[src/spk_pkg.sv]
package spk_pkg;

   // cipher geometry
   localparam int ROUNDS  = 22;
   localparam int WORD_W  = 16;
   localparam int BLOCK_W = 2 * WORD_W;
   localparam int KEY_W   = 4 * WORD_W;
   localparam int RND_W   = (ROUNDS > 1) ? $clog2(ROUNDS) : 1;

   // rotation amounts of the round function
   localparam int ROT_A = 7;
   localparam int ROT_B = 2;

   // request opcodes
   localparam logic OP_ENCRYPT = 1'b0;
   localparam logic OP_DECRYPT = 1'b1;

   typedef logic [WORD_W-1:0] word_type;
   typedef logic [RND_W-1:0]  rnd_idx_type;

   function automatic word_type rotr(input word_type v, input int n);
      rotr = (v >> n) | (v << (WORD_W - n));
   endfunction

   function automatic word_type rotl(input word_type v, input int n);
      rotl = (v << n) | (v >> (WORD_W - n));
   endfunction

endpackage

[src/speck32_64_block_cipher.sv]
// Speck 32/64 block cipher, ECB, one shared round unit.
// csr port: csr_wr_en with csr_cipher_key loads a 64-bit key. The write
//   starts the key schedule, which runs the round unit once per round key
//   after the first, with req_ready low meanwhile.
// request channel (req_valid/req_ready): req_opcode picks encrypt or
//   decrypt, req_block_in carries {x, y}. A request is taken only while
//   the sequencer is idle.
// result channel (rsp_valid/rsp_ready): rsp_block_out carries {x, y}.
// rsp_valid rises after the last round, one round per cycle through the
//   single round unit with one round-key read, holding on the last round
//   while the output register is full. No request is taken until it is done.
// a finished block sits in the output register; the next request is
//   taken while it waits. If that register is still full when the next
//   block finishes its last round, the sequencer holds on that round until
//   rsp_ready frees it.
// reset: sequencer idle, no result pending. The round keys are undefined
//   until the first key write; requests before it give garbage.
module speck32_64_block_cipher (
   input  logic                        clock,
   input  logic                        reset,
   input  logic                        csr_wr_en,
   input  logic [spk_pkg::KEY_W-1:0]   csr_cipher_key,
   input  logic                        req_valid,
   output logic                        req_ready,
   input  logic                        req_opcode,
   input  logic [spk_pkg::BLOCK_W-1:0] req_block_in,
   output logic                        rsp_valid,
   input  logic                        rsp_ready,
   output logic [spk_pkg::BLOCK_W-1:0] rsp_block_out
);

   localparam logic [1:0] ST_IDLE   = 2'd0;
   localparam logic [1:0] ST_EXPAND = 2'd1;
   localparam logic [1:0] ST_RUN    = 2'd2;

   localparam int W = spk_pkg::WORD_W;
   localparam spk_pkg::rnd_idx_type LAST_RND   = spk_pkg::RND_W'(spk_pkg::ROUNDS - 1);
   localparam spk_pkg::rnd_idx_type LAST_EXPND = spk_pkg::RND_W'(spk_pkg::ROUNDS - 2);
   localparam logic [1:0] ST_AFTER_KEY = (spk_pkg::ROUNDS > 1) ? ST_EXPAND : ST_IDLE;

   logic [1:0]              state_ff, state_in;
   spk_pkg::rnd_idx_type    cnt_ff, cnt_in;
   logic                    op_ff, op_in;
   spk_pkg::word_type       x_ff, x_in;     // x word, or l[0] during expansion
   spk_pkg::word_type       y_ff, y_in;     // y word, or k during expansion
   spk_pkg::word_type       l1_ff, l1_in;
   spk_pkg::word_type       l2_ff, l2_in;
   spk_pkg::word_type       rk_ff [spk_pkg::ROUNDS];
   logic                    rk_we;
   spk_pkg::rnd_idx_type    rk_widx;
   spk_pkg::word_type       rk_wdata;
   spk_pkg::rnd_idx_type    rk_ridx;
   logic                    rsp_valid_ff, rsp_valid_in;
   logic [spk_pkg::BLOCK_W-1:0] rsp_block_ff, rsp_block_in;

   spk_pkg::word_type       rnd_k;
   spk_pkg::word_type       enc_x, enc_y, dec_x, dec_y;
   spk_pkg::word_type       new_x, new_y;
   logic                    out_free;
   logic                    req_fire;

   assign req_ready     = (state_ff == ST_IDLE);
   assign req_fire      = req_valid & req_ready;
   assign rsp_valid     = rsp_valid_ff;
   assign rsp_block_out = rsp_block_ff;
   assign out_free      = ~rsp_valid_ff | rsp_ready;

   // round-key read address, reversed for decrypt
   assign rk_ridx = (op_ff == spk_pkg::OP_DECRYPT) ? (LAST_RND - cnt_ff) : cnt_ff;

   // key for the shared round: round index during expansion
   always_comb begin
      if (state_ff == ST_EXPAND) begin
         rnd_k = {{(W - spk_pkg::RND_W){1'b0}}, cnt_ff};
      end else begin
         rnd_k = rk_ff[rk_ridx];
      end
   end

   // shared round unit
   always_comb begin
      enc_x = (spk_pkg::rotr(x_ff, spk_pkg::ROT_A) + y_ff) ^ rnd_k;
      enc_y = spk_pkg::rotl(y_ff, spk_pkg::ROT_B) ^ enc_x;
      dec_y = spk_pkg::rotr(x_ff ^ y_ff, spk_pkg::ROT_B);
      dec_x = spk_pkg::rotl((x_ff ^ rnd_k) - dec_y, spk_pkg::ROT_A);
      if (state_ff == ST_RUN && op_ff == spk_pkg::OP_DECRYPT) begin
         new_x = dec_x;
         new_y = dec_y;
      end else begin
         new_x = enc_x;
         new_y = enc_y;
      end
   end

   // sequencer
   always_comb begin
      state_in     = state_ff;
      cnt_in       = cnt_ff;
      op_in        = op_ff;
      x_in         = x_ff;
      y_in         = y_ff;
      l1_in        = l1_ff;
      l2_in        = l2_ff;
      rk_we        = 1'b0;
      rk_widx      = cnt_ff + 1'b1;
      rk_wdata     = new_y;
      rsp_valid_in = rsp_valid_ff & ~rsp_ready;
      rsp_block_in = rsp_block_ff;

      unique case (state_ff)
         ST_IDLE: begin
            if (req_fire) begin
               state_in = ST_RUN;
               cnt_in   = '0;
               op_in    = req_opcode;
               x_in     = req_block_in[spk_pkg::BLOCK_W-1:W];
               y_in     = req_block_in[W-1:0];
            end
         end
         ST_EXPAND: begin
            // k' = rol2(k) ^ t, t = (ror7(l0) + k) ^ i
            rk_we  = 1'b1;
            y_in   = new_y;
            x_in   = l1_ff;
            l1_in  = l2_ff;
            l2_in  = new_x;
            cnt_in = cnt_ff + 1'b1;
            if (cnt_ff == LAST_EXPND) begin
               state_in = ST_IDLE;
            end
         end
         ST_RUN: begin
            if (cnt_ff != LAST_RND) begin
               x_in   = new_x;
               y_in   = new_y;
               cnt_in = cnt_ff + 1'b1;
            end else if (out_free) begin
               rsp_valid_in = 1'b1;
               rsp_block_in = {new_x, new_y};
               state_in     = ST_IDLE;
            end
         end
         default: begin
            state_in = ST_IDLE;
         end
      endcase

      // key write seeds the schedule; round key 0 is key word 0
      if (csr_wr_en) begin
         state_in = ST_AFTER_KEY;
         cnt_in   = '0;
         y_in     = csr_cipher_key[W-1:0];
         x_in     = csr_cipher_key[2*W-1:W];
         l1_in    = csr_cipher_key[3*W-1:2*W];
         l2_in    = csr_cipher_key[4*W-1:3*W];
         rk_we    = 1'b1;
         rk_widx  = '0;
         rk_wdata = csr_cipher_key[W-1:0];
      end
   end

   // control registers
   always_ff @(posedge clock) begin
      if (reset) begin
         state_ff     <= ST_IDLE;
         rsp_valid_ff <= 1'b0;
      end else begin
         state_ff     <= state_in;
         rsp_valid_ff <= rsp_valid_in;
      end
   end

   // datapath registers
   always_ff @(posedge clock) begin
      cnt_ff       <= cnt_in;
      op_ff        <= op_in;
      x_ff         <= x_in;
      y_ff         <= y_in;
      l1_ff        <= l1_in;
      l2_ff        <= l2_in;
      rsp_block_ff <= rsp_block_in;
   end

   // round-key store
   always_ff @(posedge clock) begin
      if (rk_we) begin
         rk_ff[rk_widx] <= rk_wdata;
      end
   end

endmodule

[config.mk]
export PLATFORM = sky130hd
export DESIGN_NAME = speck32_64_block_cipher
export DESIGN_NICKNAME = d
export VERILOG_FILES = /design/src/spk_pkg.sv /design/src/speck32_64_block_cipher.sv
export SDC_FILE = /design/constraint.sdc
export NUM_CORES = 1
export LEC_CHECK = 0
export ABC_AREA = 1
export BUFFER_PORTS_ARGS = -buffer_cell sky130_fd_sc_hd__buf_2
export CORE_MARGIN = 2
export CORE_UTILIZATION = 35
export DETAILED_ROUTE_END_ITERATION = 6
export MAX_ROUTING_LAYER = met4
export PLACE_DENSITY = 0.5
export REMOVE_ABC_BUFFERS = 1
export SYNTH_ARGS = -nofsm -noshare
export SYNTH_HDL_FRONTEND = slang
export SYNTH_SLANG_ARGS = --single-unit
[constraint.sdc]
create_clock -name clock -period 6.5 [get_ports clock]
set_clock_uncertainty 0.1 [all_clocks]
set_input_delay 0.975 -clock clock [delete_from_list [all_inputs] [get_ports clock]]
set_output_delay 0.975 -clock clock [all_outputs]
set_load 0.01 [all_outputs]
==> metrics list, run 1 <==
* Highest clock frequency the design can meet: 191 MHz
- After detailed routing, the total wire length is 68700 um.
- Of the total power, combinational logic draws 0.314.
* Routability-driven placement congestion ratio: 0.914
- Result of the run: completed
- Clock tree synthesis selected as its root buffer the cell sky130_fd_sc_hd__clkbuf_16.
* Number of distinct library cells after synthesis: 48
* Clk slew on worst S/H paths: 0.06 ns
- The path class of the tightest hold or removal check is reg -> reg.
* Crit. End Element: flop
- Counting every sink on the clock net gives 457.
- Counting flops and latches in the post-synthesis netlist gives 457.
- The tool flagged a number of max-cap violations equal to 0.
- Worst skew pair latency: 0.64 ns
- Of the total power, registers draw 0.394.
- Sequential cell area in the final layout: 13600 sq um
- Switching power: 0.00347 W
* Post-Synthesis Mean Instance Area: 10.0 sq um
* Final Hold Violating Endpoints: 0
* PnR Total Power: 0.00956 W
* Largest family of logic cells by synthesized area: simple AND/OR/NAND/NOR gates
- Critical-path top delay cell: sky130_fd_sc_hd__dfxtp_1
* Number of cells traversed by the worst hold path: 2
* Top cell by count, worst path: sky130_fd_sc_hd__nand2_1
* H-tree depth: 2
* First-pass detailed-route iteration total: 6
- In the routed design, unresolved DRC markers number 0.
- Port-buffer cells: 135
* Reported leakage power: 10.2 nW
- Via density per instance: 5.15
- In this run, CTS created clock tree buffers numbering 50.
- Startpoint Class: flop
- The number of max-slew violations in the final report is 0.
- The clock passes through at most 3 buffers.
* Data arrival time at the worst-slack endpoint: 5.49 ns
* Headroom to the max-slew limit: 0.232
- Final Setup Violations: 0
* Share of cells above drive strength 1: 0.147
* Clock share of power: 0.292
* Total negative slack: 0 ns
- For flop-to-flop paths, the worst setup slack is 1.25 ns.
- The share of the synthesized area in compound gates (AO/OA/AOI/OAI) is 0.0383.
- VDD sags by at most 187 uV.
* Vertical die dimension: 258 um
- Resized cells post-CTS: 0
- The mapped netlist covers 22500 sq um.
* Global-route wire length before repair: 103000 um
* Number of warnings reported in the yosys synthesis log: 0
* Die width: 258 um
* Post-DP HPWL: 45000 um
- In the finished design, the share of the clock period the worst path needs comes to 0.807.
- Of the total synthesized cell area, the portion taken by AND, OR, NAND and NOR gates is 0.262.
* # nets final: 2518
* Initial antenna violation count: 0
- Leaving out fill and tap cells, the most frequent cells in the layout are 714 x sky130_fd_sc_hd__nand2_1, 449 x sky130_fd_sc_hd__edfxtp_1, 393 x sky130_fd_sc_hd__nand3_1.
- For the pin with the worst max-slew slack, the measured transition is 1.13 ns.
- The routed layout has 16.8k vias.
- Global-route total usage across every layer: 0.211
* Fill count: 6245
- After synthesis, the share of cell area in mux cells is 0.
- The internal portion of the total power is 0.00609 W.
- Maximum number of pins on one net before global-route repair: 99
- In the synthesized netlist, the number of instances is 2250.
* Core box area: 63300 sq um
- Area enclosed by the die boundary: 66400 sq um
* Switch share: 0.363
- Buffers added to address setup during post-CTS repair amount to 0.
- Measured on the finished design, the core utilization comes to 0.404.
- Crit Path Class: reg -> reg
- Async set-reset flop share out of synthesis: 0
- Minimum clock period after layout: 5.25 ns
* Detailed router's first-iteration violation count: 1492
- In this design, the stage delay of the slowest critical-path cell is 0.59 ns.
* Pwr dens: 374 nW/um^2
* CTS tree: done
- After detailed routing, the average wire length per cell comes to 21.0 um.
* # rows: 92
- Of the total synthesized cell area, the portion taken by XOR and XNOR cells is 0.0219.
- Compared with the post-synthesis result, the final layout area differs by 13.7%.
* Starting density of the core: 0.356
- Most common cell after layout, fill and taps aside: sky130_fd_sc_hd__nand2_1
- Remaining global-route overflow: 0
- Hold timing on the final database bottoms out at a slack of 0.382 ns.
* Hold_buf cts: 0
* Unrepaired setup endpoints after global routing: no
- The count of nets left with antenna violations once routing finished came out at 0.
* Area taken by multi-input logic gates: 7830 sq um
- Worst r2r path cells: 25
- I/O pin count: 136
* Area share of fa/ha/maj cells after synthesis: 0.0246
- Of all nets on the critical path, the largest fanout is 61.
* Most used DFF post-synth: sky130_fd_sc_hd__edfxtp_1
- The number of global-route vias before repair was 16.4k.
* Required time of the critical path: 6.74 ns
* Part of the Yosys area used for sequential elements: 0.606
- The synthesized design contains 449 enable-type register cells.
==> metrics by stage <==
stage          setup slack, ns  cells  cell area [sq um]
2_1_floorplan           -0.884   2138              21800
3_3_place_gp              1.34   3167              24000
3_5_place_dp              1.28   3167              24000
4_1_cts                   1.28   3261              25600
5_1_grt                  0.821   3261              25600
6_report                  1.25   3262              25600
==> worst max-delay path: cells and delay by family (launching register included) <==
kind | cells | cell delay [ns]
flip-flops | 1 | 0.59
AND/OR/NAND/NOR | 16 | 2.17
XOR/XNOR | 1 | 0.16
adder cells (fa/ha/maj) | 1 | 0.28
buffers and inverters | 2 | 0.60
AO/OA/AOI/OAI | 5 | 1.05
==> synth_stat cells, types with 4 or more instances <==
master                     instances  area, sq um
sky130_fd_sc_hd__o211ai_1          6         45.0
sky130_fd_sc_hd__inv_1            94          353
sky130_fd_sc_hd__xnor2_1          28          245
sky130_fd_sc_hd__a21oi_1          56          280
sky130_fd_sc_hd__xor2_1           22          193
sky130_fd_sc_hd__buf_6            18          203
sky130_fd_sc_hd__or2_2            11         68.8
sky130_fd_sc_hd__o211ai_2          8          100
sky130_fd_sc_hd__buf_1            10         37.5
sky130_fd_sc_hd__nand2_1         715         2680
sky130_fd_sc_hd__edfxtp_1        449        13500
sky130_fd_sc_hd__nand4_1          17          106
sky130_fd_sc_hd__nand3b_1          9         67.6
sky130_fd_sc_hd__buf_2            39          195
sky130_fd_sc_hd__o21ai_1          12         60.1
sky130_fd_sc_hd__o21ai_0          32          160
sky130_fd_sc_hd__nand3_1         393         1970
sky130_fd_sc_hd__dfxtp_1           8          160
sky130_fd_sc_hd__nand3_2          22          220
sky130_fd_sc_hd__inv_2             6         22.5
sky130_fd_sc_hd__buf_4            15          113
sky130_fd_sc_hd__a21boi_2          5         56.3
sky130_fd_sc_hd__nor2_1          134          503
sky130_fd_sc_hd__ha_1             41          513
sky130_fd_sc_hd__and2_1            4         25.0
sky130_fd_sc_hd__clkbuf_1         29          109
sky130_fd_sc_hd__nand2_2          31          194
==> final timing paths <==
check / endpoint / from
max reg2reg: x_ff[2] / cnt_ff[0]
min: state_ff[0] / state_ff[0]
max: x_ff[2] / cnt_ff[0]
min reg2reg: state_ff[0] / state_ff[0]
==> routing by layer <==
layer	share of wire	GRT usage	routed length, um
met1	0.47	0.298	32500
met2	0.45	0.318	30800
met3	0.058	0.0332	3970
met4	0.021	0.0523	1410
met5	0	-	0
==> cell families (layout without fill, tap and decap cells) <==
| kind of cell | Yosys count | count (layout) |
|---|---|---|
| other | 0 | 1 |
| AND/OR/NAND/NOR | 1344 | 1344 |
| XOR/XNOR | 52 | 52 |
| AO/OA/AOI/OAI | 140 | 140 |
| buffers and inverters | 214 | 379 |
| adder cells (fa/ha/maj) | 43 | 43 |
| flip-flops | 457 | 457 |
==> flip-flops by register name, indices dropped and copies added, names as in the netlist <==
register / count
rsp_valid: 1
l2_ff: 16
y_ff: 16
rsp_block_out: 32
state_ff: 2
cnt_ff: 5
x_ff: 16
op_ff: 1
rk_ff: 352
l1_ff: 16
==> layout make-up <==
cell class | instances | share of cell area
timing repair buffer | 183 | 0.0416
sequential | 457 | 0.533
clock buffer | 58 | 0.0508
clock inverter | 36 | 0.0121
multi-input combinational | 1579 | 0.306
inverter | 102 | 0.0151
antenna | 1 | 0.0000978
tap | 846 | 0.0414
==> power by group through the flow <==
| stage | clock network [W] | logic, W | registers [W] |
|---|---|---|---|
| after floorplan | 0 | 0.00195 | 0.00377 |
| after global placement | 0 | 0.00298 | 0.00383 |
| after detailed placement | 0 | 0.00299 | 0.00383 |
| after CTS | 0.00285 | 0.00300 | 0.00377 |
| after global routing | 0.00296 | 0.00335 | 0.00378 |
| final | 0.00279 | 0.00301 | 0.00377 |
Power figures use the tool's default switching activity.
==> run 2: changes to the inputs <==
==> constraint.sdc (replaced) <==
create_clock -name clock -period 4.89 [get_ports clock]
set_clock_uncertainty 0.1 [all_clocks]
set_input_delay 0.7335 -clock clock [delete_from_list [all_inputs] [get_ports clock]]
set_output_delay 0.7335 -clock clock [all_outputs]
set_load 0.01 [all_outputs]
==> run 2 against run 1 <==
Worst hold slack worse by 0.18 ns. Via count is 0.29% higher. Die area stayed put. Global-route usage is 0.23 points higher. Power is 35% higher. Sequential power is 32% higher. Sequential share of layout area is 0.61 points lower.
==> metrics list, run 2 (synthesis gave the netlist of run 1 again) <==
- The number of buffers and inverters on the critical path came to 5 (was 2).
- The number of placement rows is 92 (unchanged).
- Number of global-route vias before repair: 16.5k (was 16.4k)
- Maximum number of buffers from clock root to sink: 3 (unchanged)
* Pwr dens: 500 nW/um^2 (was 374 nW/um^2)
- TritonCTS Buffers: 51 (was 50)
- The final layout net count came to 2540 (was 2518).
- The initial cell density of the core was 0.356 (unchanged).
- The clock-pin transition on the worst setup and hold timing paths came to 0.06 ns (about the same).
- Unrepaired setup endpoints after global routing: no (unchanged).
* Final Setup Violations: 0 (unchanged)
* Data arrival time at the worst-slack endpoint: 4.78 ns (was 5.49 ns)
- Detailed router's first-iteration violation count: 1519 (was 1492)
- Vertical die dimension: 258 um (unchanged)
* Fill count: 6224 (was 6245)
- Worst skew pair latency: 0.61 ns (was 0.64 ns)
- Most common cell after layout, fill and taps aside: sky130_fd_sc_hd__nand2_1 (unchanged)
* Peak supply drop: 265 uV (was 187 uV)
- The pre-CTS setup slack is 0.321 ns (was 1.28 ns).
- First-pass detailed-route iteration total: 5 (was 6)
- Via density per instance: 5.13 (was 5.15)
- The number of max-slew violations in the final report was 0 (unchanged).
- The worst slew margin relative to its limit is 0.254 (was 0.232).
- Count of antenna-violating nets left after detailed routing: 0 (unchanged)
* Leading cell types in the layout, fill and taps excluded: 714 x sky130_fd_sc_hd__nand2_1, 449 x sky130_fd_sc_hd__edfxtp_1, 393 x sky130_fd_sc_hd__nand3_1 (unchanged)
- Minimum clock period after layout: 4.53 ns (was 5.25 ns)
* Number of sinks on the clock net: 457 (unchanged)
* Required time of the critical path: 5.14 ns (was 6.74 ns)
- Die width: 258 um (unchanged)
* Remaining global-route overflow: 0 (unchanged)
* Category of cells accounting for the largest share of critical-path delay: simple AND/OR/NAND/NOR gates (unchanged)
- The TritonCTS clock tree is done (unchanged).
* Reported leakage power: 10.4 nW (was 10.2 nW)
* Global-route wire length before repair: 104000 um (was 103000 um)
- Largest driver fanout on the critical path: 34 (was 61)
* Initial antenna violation count: 3 (was 0)
- The endpoint kind of the worst setup timing path is a flop (unchanged).
- Wirelength, routed: 69200 um (was 68700 um)
- Worst hold path type: in -> reg (was reg -> reg)
- The clock root buffer was sky130_fd_sc_hd__clkbuf_16 (unchanged).
- Register bank with the most flops: rk_ff (unchanged)
- The number of remaining DRC errors was 0 (unchanged).
- The startpoint kind of the worst setup timing path is a flop (unchanged).
* Final setup margin: 0.359 ns (was 1.25 ns)
- The layout cell share with drive strength beyond 1 is 0.158 (was 0.147).
- The total track usage is 0.213 (was 0.211).
- The number of maximum-capacitance violations was 0 (unchanged).
* Post-DP HPWL: 46700 um (was 45000 um)
* Fin crit share: 0.927 (was 0.807)
- Post-Route Utilization: 0.409 (was 0.404)
- Average wire length per cell after detail routing: 21.1 um (was 21.0 um)
* Critical-path top delay cell: sky130_fd_sc_hd__buf_4 (was sky130_fd_sc_hd__dfxtp_1)
* Routability-driven placement congestion ratio: 0.958 (was 0.914)
- Result of the run: completed (unchanged)
- The area of the die was 66400 sq um (unchanged).
* Final Hold Violating Endpoints: 0 (unchanged)
- The critical path goes through buf_4 > nand2_1 > nand3_2 > xor2_4 > inv_2 > nand3_1 > nand2_1 > inv_1 > nand2_2 > nand2_2 > xor2_1 > ha_1 > fa_1 > nor2_1 > nor2_1 > inv_1 > a21oi_1 > inv_1 > a21oi_1 > xor2_1 > nand2_1 > and2_1 > nand2_1 > nand2_1.
* Resized cells post-CTS: 0 (unchanged)
* Top cell by count, worst path: sky130_fd_sc_hd__nand2_1 (unchanged)
* Max reg flops: 352 (unchanged)
- Vias: 16.9k (was 16.8k)
* Maximum number of pins on one net before global-route repair: 100 (was 99)
* I/O pin count: 136 (unchanged)
* Crit Path Class: reg -> reg (unchanged)
* Slowest stage delay, CP: 0.39 ns (was 0.59 ns)
* Highest clock frequency the design can meet: 221 MHz (was 191 MHz)
* Port-buffer cells: 135 (unchanged)
* Tightest Pin Transition: 1.10 ns (was 1.13 ns)
- The area added between synthesis and finish came to 15.0% (was 13.7%).
- H-tree depth: 2 (unchanged)
* Core box area: 63300 sq um (unchanged)
run 2: cell count changes in the layout (fill, tap and decap cells not counted), sizes merged:
cell and delta:
inv +1, clkbuf -4, diode +1, buf +21
clkinv -1, bufinv +3
run 2: timing repair:
item                                    in CTS  in global routing
endpoints found under the setup margin       0                  2
setup buffers                                0                  3
hold buffers                                 0                  0
run 2: through the flow:
| step | hold WS [ns] | instance area [sq um] | setup TNS [ns] | power [W] | instances |
|---|---|---|---|---|---|
| finish | 0.206 | 25900 | 0 | 0.0130 | 3283 |
| global route | 0.201 | 25900 | 0 | 0.0136 | 3283 |
| CTS | 0.175 | 25900 | 0 | 0.0130 | 3278 |
| detailed placement | 0.377 | 24200 | 0 | 0.00915 | 3185 |
| global placement | 0.372 | 24200 | 0 | 0.00914 | 3185 |
| floorplan | 0.352 | 21800 | -708.32 | 0.00760 | 2138 |
run 2: report_power, final:
group          leakage [nW]  internal, W  switching (W)  total (W)
clock                 0.833      0.00223        0.00163    0.00386
combinational          5.34      0.00123        0.00288    0.00411
sequential             4.21      0.00484       0.000144    0.00499
total                  10.4      0.00831        0.00465     0.0130
run 2: final cells by class:
| cell class | instances | area [sq um] | share of cell area |
|---|---|---|---|
| Sequential cell | 457 | 13600 | 0.527 |
| Multi-Input combinational cell | 1579 | 7830 | 0.302 |
| Tap cell | 846 | 1060 | 0.0409 |
| Timing Repair Buffer | 204 | 1300 | 0.0501 |
| Antenna cell | 2 | 5.00 | 0.000193 |
| Clock inverter | 39 | 387 | 0.0149 |
| Inverter | 102 | 387 | 0.0149 |
| Clock buffer | 54 | 1290 | 0.0497 |
run 2: path summary, 6_finish.rpt:
path	end	startpoint	cells after the start	slack [ns]
worst max register to register	l2_ff[1]	cnt_ff[1]	24	0.36
worst min-delay path	op_ff	req_opcode	1	0.21
worst min register to register	state_ff[0]	state_ff[0]	2	0.38
worst max-delay path	l2_ff[1]	cnt_ff[1]	24	0.36
run 2: metal layers:
layer	vias up	wire length (um)	global-route usage
li1	8030	-	-
met1	8217	32100	0.297
met2	525	31900	0.331
met3	83	3900	0.0293
met4	0	1290	0.0514
met5	-	0	-
